**config.mk**
```make
export PLATFORM = sky130hd
export DESIGN_NAME = eth_ipv4_l4_header_parser
export DESIGN_NICKNAME = d
export VERILOG_FILES = /design/src/rtl/eip_pkg.sv /design/src/rtl/eip_capture.sv /design/src/rtl/eip_result.sv /design/src/rtl/eth_ipv4_l4_header_parser.sv
export SDC_FILE = /design/constraint.sdc
export NUM_CORES = 1
export LEC_CHECK = 0
export ABC_AREA = 1
export CAP_MARGIN = 20
export CORE_UTILIZATION = 25
export CTS_BUF_LIST = sky130_fd_sc_hd__clkbuf_8
export CTS_CLUSTER_SIZE = 20
export DETAILED_ROUTE_END_ITERATION = 8
export DONT_BUFFER_PORTS = 1
export PLACE_DENSITY_LB_ADDON = 0.3
export RECOVER_POWER = 25
export SYNTH_ARGS = -nofsm -noshare
export SYNTH_HDL_FRONTEND = slang
export SYNTH_SLANG_ARGS = --single-unit
```
**constraint.sdc**
```tcl
create_clock -name clk_i -period 41.4 [get_ports clk_i]
set_clock_uncertainty 0.05 [all_clocks]
set_input_delay 6.21 -clock clk_i [delete_from_list [all_inputs] [get_ports clk_i]]
set_output_delay 6.21 -clock clk_i [all_outputs]
set_load 0.01 [all_outputs]
```
**src/rtl/eip_pkg.sv**
```systemverilog
`timescale 1ns / 1ps
`default_nettype none

package eip_pkg;

  localparam int unsigned MaxFrameBytesDefault = 65535;

  localparam int unsigned EthHdrBytes = 14;
  localparam int unsigned IpMinBytes  = 20;
  localparam int unsigned TcpMinBytes = 20;
  localparam int unsigned UdpHdrBytes = 8;

  localparam logic [15:0] EtherTypeIpv4 = 16'h0800;
  localparam logic [3:0]  IpVersion4    = 4'd4;
  localparam logic [7:0]  ProtoTcp      = 8'd6;
  localparam logic [7:0]  ProtoUdp      = 8'd17;

  localparam int unsigned OutDataBits = 272;

  localparam logic [2:0] StTcpOk      = 3'd0;
  localparam logic [2:0] StUdpOk      = 3'd1;
  localparam logic [2:0] StEthTrunc   = 3'd2;
  localparam logic [2:0] StNonIpv4    = 3'd3;
  localparam logic [2:0] StBadIpv4    = 3'd4;
  localparam logic [2:0] StFragment   = 3'd5;
  localparam logic [2:0] StOtherProto = 3'd6;
  localparam logic [2:0] StBadL4      = 3'd7;

  typedef struct packed {
    logic [15:0] cap_len;
    logic [47:0] src_mac;
    logic [47:0] dst_mac;
    logic [15:0] eth_type;
    logic [7:0]  version_ihl;
    logic [15:0] frag_field;
    logic [7:0]  protocol;
    logic [31:0] src_ip;
    logic [31:0] dst_ip;
    logic [3:0]  tcp_offset;
    logic [15:0] src_port;
    logic [15:0] dst_port;
  } frame_t;

endpackage

`default_nettype wire

```
**src/rtl/eip_capture.sv**
```systemverilog
`timescale 1ns / 1ps
`default_nettype none

module eip_capture #(
  parameter int unsigned MAX_FRAME_BYTES = eip_pkg::MaxFrameBytesDefault
) (
  input  wire logic           clk_i,
  input  wire logic           rst_ni,
  input  wire logic           valid_i,
  input  wire logic [7:0]     data_i,
  input  wire logic           last_i,
  output logic                ready_o,
  input  wire logic           snap_ready_i,
  output logic                snap_valid_o,
  output eip_pkg::frame_t     snap_o
);

  eip_pkg::frame_t held_q, held_d;
  eip_pkg::frame_t snap_q;
  logic            snap_valid_q, snap_valid_d;
  logic            accept;
  logic [15:0]     pos;
  logic [3:0]      ihl;
  logic [15:0]     l4;

  assign ready_o      = !snap_valid_q || snap_ready_i;
  assign accept       = valid_i && ready_o;
  assign snap_valid_o = snap_valid_q;
  assign snap_o       = snap_q;

  assign pos = held_q.cap_len;
  assign ihl = held_q.version_ihl[3:0];
  assign l4  = 16'(eip_pkg::EthHdrBytes) + {10'd0, ihl, 2'b00};

  always_comb begin
    held_d = held_q;
    if (pos < 16'(MAX_FRAME_BYTES)) begin
      if (pos <= 16'd5) begin
        held_d.dst_mac = {held_q.dst_mac[39:0], data_i};
      end else if (pos <= 16'd11) begin
        held_d.src_mac = {held_q.src_mac[39:0], data_i};
      end else if (pos <= 16'd13) begin
        held_d.eth_type = {held_q.eth_type[7:0], data_i};
      end else if (pos == 16'd14) begin
        held_d.version_ihl = data_i;
      end else if (pos == 16'd20 || pos == 16'd21) begin
        held_d.frag_field = {held_q.frag_field[7:0], data_i};
      end else if (pos == 16'd23) begin
        held_d.protocol = data_i;
      end else if (pos >= 16'd26 && pos <= 16'd29) begin
        held_d.src_ip = {held_q.src_ip[23:0], data_i};
      end else if (pos >= 16'd30 && pos <= 16'd33) begin
        held_d.dst_ip = {held_q.dst_ip[23:0], data_i};
      end
      if (ihl >= 4'd5 && pos >= 16'd15) begin
        if (pos == l4 || pos == l4 + 16'd1) begin
          held_d.src_port = {held_q.src_port[7:0], data_i};
        end else if (pos == l4 + 16'd2 || pos == l4 + 16'd3) begin
          held_d.dst_port = {held_q.dst_port[7:0], data_i};
        end else if (pos == l4 + 16'd12) begin
          held_d.tcp_offset = data_i[7:4];
        end
      end
      held_d.cap_len = pos + 16'd1;
    end
  end

  always_comb begin
    snap_valid_d = snap_valid_q;
    if (accept && last_i) begin
      snap_valid_d = 1'b1;
    end else if (snap_ready_i) begin
      snap_valid_d = 1'b0;
    end
  end

  always_ff @(posedge clk_i or negedge rst_ni) begin
    if (!rst_ni) begin
      held_q       <= '0;
      snap_valid_q <= 1'b0;
    end else begin
      snap_valid_q <= snap_valid_d;
      if (accept) begin
        if (last_i) begin
          held_q <= '0;
        end else begin
          held_q <= held_d;
        end
      end
    end
  end

  // frame snapshot, taken on the last beat
  always_ff @(posedge clk_i) begin
    if (accept && last_i) begin
      snap_q <= held_d;
    end
  end

endmodule

`default_nettype wire

```
**src/rtl/eip_result.sv**
```systemverilog
`timescale 1ns / 1ps
`default_nettype none

module eip_result (
  input  wire logic                              clk_i,
  input  wire logic                              rst_ni,
  input  wire logic                              snap_valid_i,
  input  wire eip_pkg::frame_t                   snap_i,
  output logic                                   ready_o,
  output logic                                   valid_o,
  input  wire logic                              out_ready_i,
  output logic [eip_pkg::OutDataBits-1:0]        data_o
);

  logic                              out_valid_q, out_valid_d;
  logic [eip_pkg::OutDataBits-1:0]   out_data_q, out_data_d;
  logic [2:0]                        status;
  logic [15:0]                       cap;
  logic [7:0]                        ip_end;
  logic [7:0]                        tcp_len;
  logic [15:0]                       rem;
  logic [7:0]                        hdr_end;
  logic [15:0]                       hdr_len;
  logic [15:0]                       pay_len;
  logic [15:0]                       sport;
  logic [15:0]                       dport;

  assign ready_o = !out_valid_q || out_ready_i;
  assign valid_o = out_valid_q;
  assign data_o  = out_data_q;

  assign cap     = snap_i.cap_len;
  assign ip_end  = 8'(eip_pkg::EthHdrBytes) + {2'b00, snap_i.version_ihl[3:0], 2'b00};
  assign tcp_len = {2'b00, snap_i.tcp_offset, 2'b00};
  assign rem     = cap - {8'd0, ip_end};

  always_comb begin
    hdr_end = ip_end;
    if (cap < 16'(eip_pkg::EthHdrBytes)) begin
      status = eip_pkg::StEthTrunc;
    end else if (snap_i.eth_type != eip_pkg::EtherTypeIpv4) begin
      status = eip_pkg::StNonIpv4;
    end else if (cap < 16'(eip_pkg::EthHdrBytes + eip_pkg::IpMinBytes)) begin
      status = eip_pkg::StBadIpv4;
    end else if (snap_i.version_ihl[7:4] != eip_pkg::IpVersion4 ||
                 snap_i.version_ihl[3:0] < 4'd5 || cap < {8'd0, ip_end}) begin
      status = eip_pkg::StBadIpv4;
    end else if (snap_i.frag_field[12:0] != 13'd0) begin
      status = eip_pkg::StFragment;
    end else if (snap_i.protocol == eip_pkg::ProtoTcp) begin
      if (rem < 16'(eip_pkg::TcpMinBytes) || tcp_len < 8'(eip_pkg::TcpMinBytes) ||
          rem < {8'd0, tcp_len}) begin
        status = eip_pkg::StBadL4;
      end else begin
        status  = eip_pkg::StTcpOk;
        hdr_end = ip_end + tcp_len;
      end
    end else if (snap_i.protocol == eip_pkg::ProtoUdp) begin
      if (rem < 16'(eip_pkg::UdpHdrBytes)) begin
        status = eip_pkg::StBadL4;
      end else begin
        status  = eip_pkg::StUdpOk;
        hdr_end = ip_end + 8'(eip_pkg::UdpHdrBytes);
      end
    end else begin
      status = eip_pkg::StOtherProto;
    end
  end

  always_comb begin
    hdr_len = 16'd0;
    pay_len = 16'd0;
    sport   = 16'd0;
    dport   = 16'd0;
    if (status == eip_pkg::StTcpOk || status == eip_pkg::StUdpOk) begin
      hdr_len = {8'd0, hdr_end};
      pay_len = cap - {8'd0, hdr_end};
    end
    if (status == eip_pkg::StTcpOk || status == eip_pkg::StUdpOk ||
        status == eip_pkg::StBadL4) begin
      sport = snap_i.src_port;
      dport = snap_i.dst_port;
    end
  end

  assign out_data_d = {5'd0, cap, pay_len, hdr_len, dport, sport, snap_i.protocol,
                       snap_i.dst_ip, snap_i.src_ip, snap_i.eth_type,
                       snap_i.dst_mac, snap_i.src_mac, status};

  always_comb begin
    out_valid_d = out_valid_q;
    if (ready_o) begin
      out_valid_d = snap_valid_i;
    end
  end

  always_ff @(posedge clk_i or negedge rst_ni) begin
    if (!rst_ni) begin
      out_valid_q <= 1'b0;
    end else begin
      out_valid_q <= out_valid_d;
    end
  end

  always_ff @(posedge clk_i) begin
    if (ready_o && snap_valid_i) begin
      out_data_q <= out_data_d;
    end
  end

endmodule

`default_nettype wire

```
**src/rtl/eth_ipv4_l4_header_parser.sv**
```systemverilog
// throughput: one input beat per cycle while s_axis_tready_o is high, one result per frame
// input and output are parted by a snapshot register and a result register
// reset clears the byte count, all captured fields and both valid flags
`timescale 1ns / 1ps
`default_nettype none

module eth_ipv4_l4_header_parser #(
  parameter int unsigned MAX_FRAME_BYTES = eip_pkg::MaxFrameBytesDefault
) (
  input  wire logic                         clk_i,
  input  wire logic                         rst_ni,
  input  wire logic                         s_axis_tvalid_i,
  output logic                              s_axis_tready_o,
  input  wire logic [7:0]                   s_axis_tdata_i,  // data_byte
  input  wire logic                         s_axis_tlast_i,  // last_byte
  output logic                              m_axis_tvalid_o,
  input  wire logic                         m_axis_tready_i,
  // status, source_mac, dest_mac, eth_type, source_ip, dest_ip, ip_protocol,
  // source_port, dest_port, header_length, payload_length, captured_length
  output logic [eip_pkg::OutDataBits-1:0]   m_axis_tdata_o
);

  logic            snap_valid;
  logic            snap_ready;
  eip_pkg::frame_t snap;

  eip_capture #(
    .MAX_FRAME_BYTES(MAX_FRAME_BYTES)
  ) u_capture (
    .clk_i       (clk_i),
    .rst_ni      (rst_ni),
    .valid_i     (s_axis_tvalid_i),
    .data_i      (s_axis_tdata_i),
    .last_i      (s_axis_tlast_i),
    .ready_o     (s_axis_tready_o),
    .snap_ready_i(snap_ready),
    .snap_valid_o(snap_valid),
    .snap_o      (snap)
  );

  eip_result u_result (
    .clk_i       (clk_i),
    .rst_ni      (rst_ni),
    .snap_valid_i(snap_valid),
    .snap_i      (snap),
    .ready_o     (snap_ready),
    .valid_o     (m_axis_tvalid_o),
    .out_ready_i (m_axis_tready_i),
    .data_o      (m_axis_tdata_o)
  );

endmodule

`default_nettype wire

```
# == After elaboration in Yosys (flattened, before gate mapping) ==
# Cells that the tools add are included.
# word_totals
regBits,786
inputBits,13
out_inout_bits,274
word_cells,140
# op_classes
n_addsub,11
order_cmp,18
n_eq_ne,15
n_mux,45
n_reduce_logical,22
# ops
cell,n
$mux 260,2
$mux 112,2
$mux 48,3
$mux 32,3
$mux 96,1
$mux 8,11
$mux 88,1
$eq 16x16->1,5
$mux 16,5
$mux 72,1
$mux 64,1
$eq 16x5->1 const B,3
$mux 36,1
$add 16x1->16 const B,2
$add 16x2->16 const B,2
$ge 16x5->1 const B,2
$le 16x4->1 const B,2
$lt 16x4->1 const B,2
$sub 16x8->16,2
$mux 3,9
$add 16x4->16 const B,1
$eq 16x4->1 const B,1
$ge 16x4->1 const B,1
$le 16x3->1 const B,1
other kinds (27),47

# == Longest topological paths before layout ==
# depth
word_depth,15
depth_mapped,37

# == Cells and area by module ==
# Synthesis repeated with hierarchy kept, for this count alone.
# hier_totals
hier_cells,2887
hier_area_um2,32357.3
# by_module_without_submodules
mod,instances,cells_each,area_per_inst_um2
eip_capture,1,2167,21887.2
eip_result,1,720,10470.0

# == Worst setup path before layout ==
# Ideal clock, no wire load.
# synth_path
kind,input to register
from,input m_axis_tready_i
to,"register u_result.out_data_q, in the netlist u_result.data_o[0] (enable)"
arrival_time_ns,18.599
required_time_ns,40.387
path_slack_ns,21.788
path_stages,2
n_path_buf,0
path_cell_list,inv_1 a21oi_1
# synth_between
elab_chain_len,2
# synth_rtl
item,line_no,rtl
"start, declared",eth_ipv4_l4_header_parser.sv:17,"input wire logic m_axis_tready_i,"
$logic_or 1x1->1,eip_result.sv:28,assign ready_o = !out_valid_q || out_ready_i;
$logic_and 1x1->1,eip_result.sv:106,if (ready_o && snap_valid_i) begin
"end signal, assigned",eip_result.sv:107,out_data_q <= out_data_d;
"end, declared",eip_result.sv:16,"logic [eip_pkg::OutDataBits-1:0] out_data_q, out_data_d;"
# Every way passes these cells.
# A chain may end at the register's enable or synchronous reset.

# == Final worst setup path ==
# layout_path
from,input m_axis_tready_i
to,output s_axis_tready_o
# layout_between
elab_chain_len,2
# layout_rtl
item,line_no,rtl
$logic_or 1x1->1,eip_result.sv:28,
$logic_or 1x1->1,eip_capture.sv:26,assign ready_o = !snap_valid_q || snap_ready_i;
"end, declared",eth_ipv4_l4_header_parser.sv:13,"output logic s_axis_tready_o,"
# Every way passes these cells.

==> results.md <==
- PD cells: 47.3 nW/µm²
- Synth Instances: 2674
- Max-Cap Viols: 6
- Initial antenna violation count: 4
- Grt peak-use layer: met2
- Sequential Area: around 22000 µm²
- Reg2reg start: u_capture.snap_o[124]$_DFFE_PP_
- Setup CP Type: input pin to output port
- Final core utilization: 28.6%
- Worst slew pin tran: between 3 and 4 ns
- Routed wire length: 79700 µm
- # DRC: 13
- Post-DRT Antenna Nets: 0
- Multi-input gate area: between 6000 and 7000 µm²
- Clock Latency Late Sink: 0.86 ns
- Crit path time final: 12.77 ns
- Core area: 124000 µm²
- Max Slew Vio Count: 347
- Synth async-reset ratio: 33.5%
- Clock buffer depth: 3
- Top delay family on crit path: simple AND/OR/NAND/NOR gates
- Peak supply drop: 0.0000301 V
- Max_slew headroom: -150%
- Clock transition at the registers of the reported paths: 0.05 ns
- Reg2Reg Depth: 35
- Top cells by count, synth: edfxtp_1, inv_1, nand2_1
- Final Power: around 1.7 mW
- Crit. End Element: output port
- Syn Area/Cell: approximately 12 µm²
- Hold wc startpoint: u_capture.snap_o[219]$_DFFE_PP_
- Root Driver: clkbuf_8
- Outcome: finished, violations left
- 1st-iter DRT viols: 1375
- Hold path depth: 0
- # fillers: 12.8k
- Fin Setup TNS: 0 ns
- Met2 GRT Util: 18.7%
- Hold Vio Cnt, Final: 0
- Die area: 127000 µm²
- Initial Util: 25.3%
- Fmax: slightly below 80 MHz
- H-tree depth: 4
- Floorplan die width: 356 µm
- Worst EP arrival: 6.51 ns
- Ranking of synthesized cells by area: edfxtp_1, dfrtp_1, inv_1
- Worst setup SP type: input pin
- Hold buffer count at CTS: 0
- Leak: roughly 15 nW
- CTS tree: yes
- Top FF cell, synth: edfxtp_1
- Worst path max stage delay: 0.20 ns
- Final period util: 30.8%
- Critical Path Start: m_axis_tready_i
- Crit Path Max Fanout: 3
- Critical path data required time: 35.14 ns
- Number of cells on the critical path: 2
- Top-area cell type share of the netlist area: between 40% and 50%
- Routed len/inst: 17.8 µm
- Post-cts resize count: 0
- Synth warn: 0
- Global-route wire length before repair: around 120000 µm
- Crit path cell chain: inv_1 -> nand3_1
- Largest net degree at the start of global routing: 260
- Setup-failing EPs final: 0
- Die Span Y: 356 µm
- Mapped Area: 31300 µm²
- Violated checks: DRC, capacitance limit, slew limit
- Congestion Overflow GR: 0
- Sink Count: around 770
- Count leader, synth: edfxtp_1
- Seq/Total Area, Yosys: 70.1%
- GRT Util Overall: 12.5%
- Num ports: ~290
- Setup bufs post-CTS: 0
- Num CTS Buffers: 138
- Area leader, netlist: edfxtp_1
- Via count of the first global-routing pass: 18.1k
- Slowest-stage cell, CP: nand3_1
- Nets: between 2k and 3k
- Hpwl dp: approximately 48000 µm
- Drt pass-1 iters: 7
- Fin cells: 4475
- Syn-to-layout area delta: 13.3%
- HP Class: register to register
- Buffers on Ports: 0
- Routed vias/inst: 4.22
- Post-synth EDFFs: between 500 and 600
- RSZ-0062 raised after global routing: false
- Worst path buffer plus inverter count: 1
- Yosys cell types: just under 60
- GRT met1 Usage: 17.0%
- Synth Register Bits: ~770
- DR vias: 18.9k
- Layout cell share with drive strength beyond 1: under 10%
- Placed Cells: 4216
- Met3 Track Usage GR: 4.06%
- Row cnt: 129
- RePlAce Congestion: 0.794
[per-stage QoR]
stage	hold WS, ns	instance area, µm²	setup slack (ns)
6_report	0.351	35500	28.63
5_1_grt	0.362	35500	28.60
4_1_cts	0.345	35600	28.63
3_5_place_dp	0.355	33000	28.63
3_3_place_gp	0.351	33000	28.62
2_1_floorplan	0.350	31400	21.79
[registers in the layout, indices dropped and copies added, names as in the netlist]
name	count
u_capture.held_q	241
u_capture.pos	16
u_capture.snap_o	257
u_capture.snap_valid_o	1
u_result.data_o	258
u_result.valid_o	1
[metal layers]
metal / up-vias / wire [µm] / part of all wire (%)
met5: - / 0 / 0
met4: 0 / 1850 / 2.3
met3: 128 / 5000 / 6.3
met2: 499 / 36000 / 45
met1: 9136 / 36800 / 46
li1: 9131 / - / -
[final cells by class]
cell class / count / area share (%)
antenna: 2 / 0.0141
tap: 1637 / 5.77
inverter: 515 / 5.49
multi-input combinational: 1275 / 19.1
clock buffer: 151 / 5.86
clock inverter: 105 / 1.57
timing repair buffer: 16 / 0.346
sequential: 774 / 61.9
[worst paths after layout]
| check | endpoint | slack [ns] |
|---|---|---|
| hold reg to reg | u_result.data_o[26]$_DFFE_PP_ | 0.35 |
| max in group asynchronous | u_capture.held_q[2]$_DFFE_PN0P_ | 35.67 |
| setup / recovery | s_axis_tready_o | 28.63 |
| hold / removal | u_result.data_o[26]$_DFFE_PP_ | 0.35 |
| min in group asynchronous | u_capture.held_q[176]$_DFFE_PN0P_ | 5.03 |
| setup reg to reg | u_result.data_o[250]$_SDFFCE_PN0P_ | 33.08 |
[cell families (layout without fill, tap and decap cells)]
group                      after synthesis  after routing  synth area share [%]
xor gates and xnor gates                26             26                 0.775
buffers and inverters                  638            787                  8.20
other                                    1             16                0.0120
AOI/OAI and AO/OA                      593            593                  11.1
and+or+nand+nor                        610            610                  8.45
DFF                                    774            774                  70.1
adders and majority gates               32             32                  1.35
[where the power goes]
part / internal, mW / leakage, nW / total (mW) / switching, mW
clock: 0.351 / 1.53 / 0.680 / 0.329
combinational: 0.0242 / 5.34 / 0.0934 / 0.0692
sequential: 0.875 / 8.51 / 0.905 / 0.0293
[placed cells by master (no fill, tap or decap), types with 3 or more instances in the layout]
cell type / count
nor3b_1: 3
a31oi_1: 6
conb_1: 14
clkinv_8: 3
a21oi_1: 42
clkinv_1: 23
nand3_2: 4
o21a_1: 18
nand2_1: 404
buf_4: 8
a21oi_2: 23
fa_1: 3
xnor2_1: 7
dfrtp_1: 259
nor2_1: 78
edfxtp_1: 515
inv_6: 6
clkinvlp_4: 8
o21ai_1: 17
nand2_4: 3
nor3_1: 16
nand4_1: 17
inv_1: 557
ha_1: 29
xor2_1: 17
nand2_2: 14
o21ai_0: 291
nand3_1: 37
o21bai_1: 4
o22ai_1: 157
a22o_1: 20
nand3b_1: 4
nor4_1: 16
clkbuf_8: 151
clkbuf_1: 6
clkinv_2: 10
inv_2: 8
o21ai_2: 6
Power figures use the tool's default switching activity.
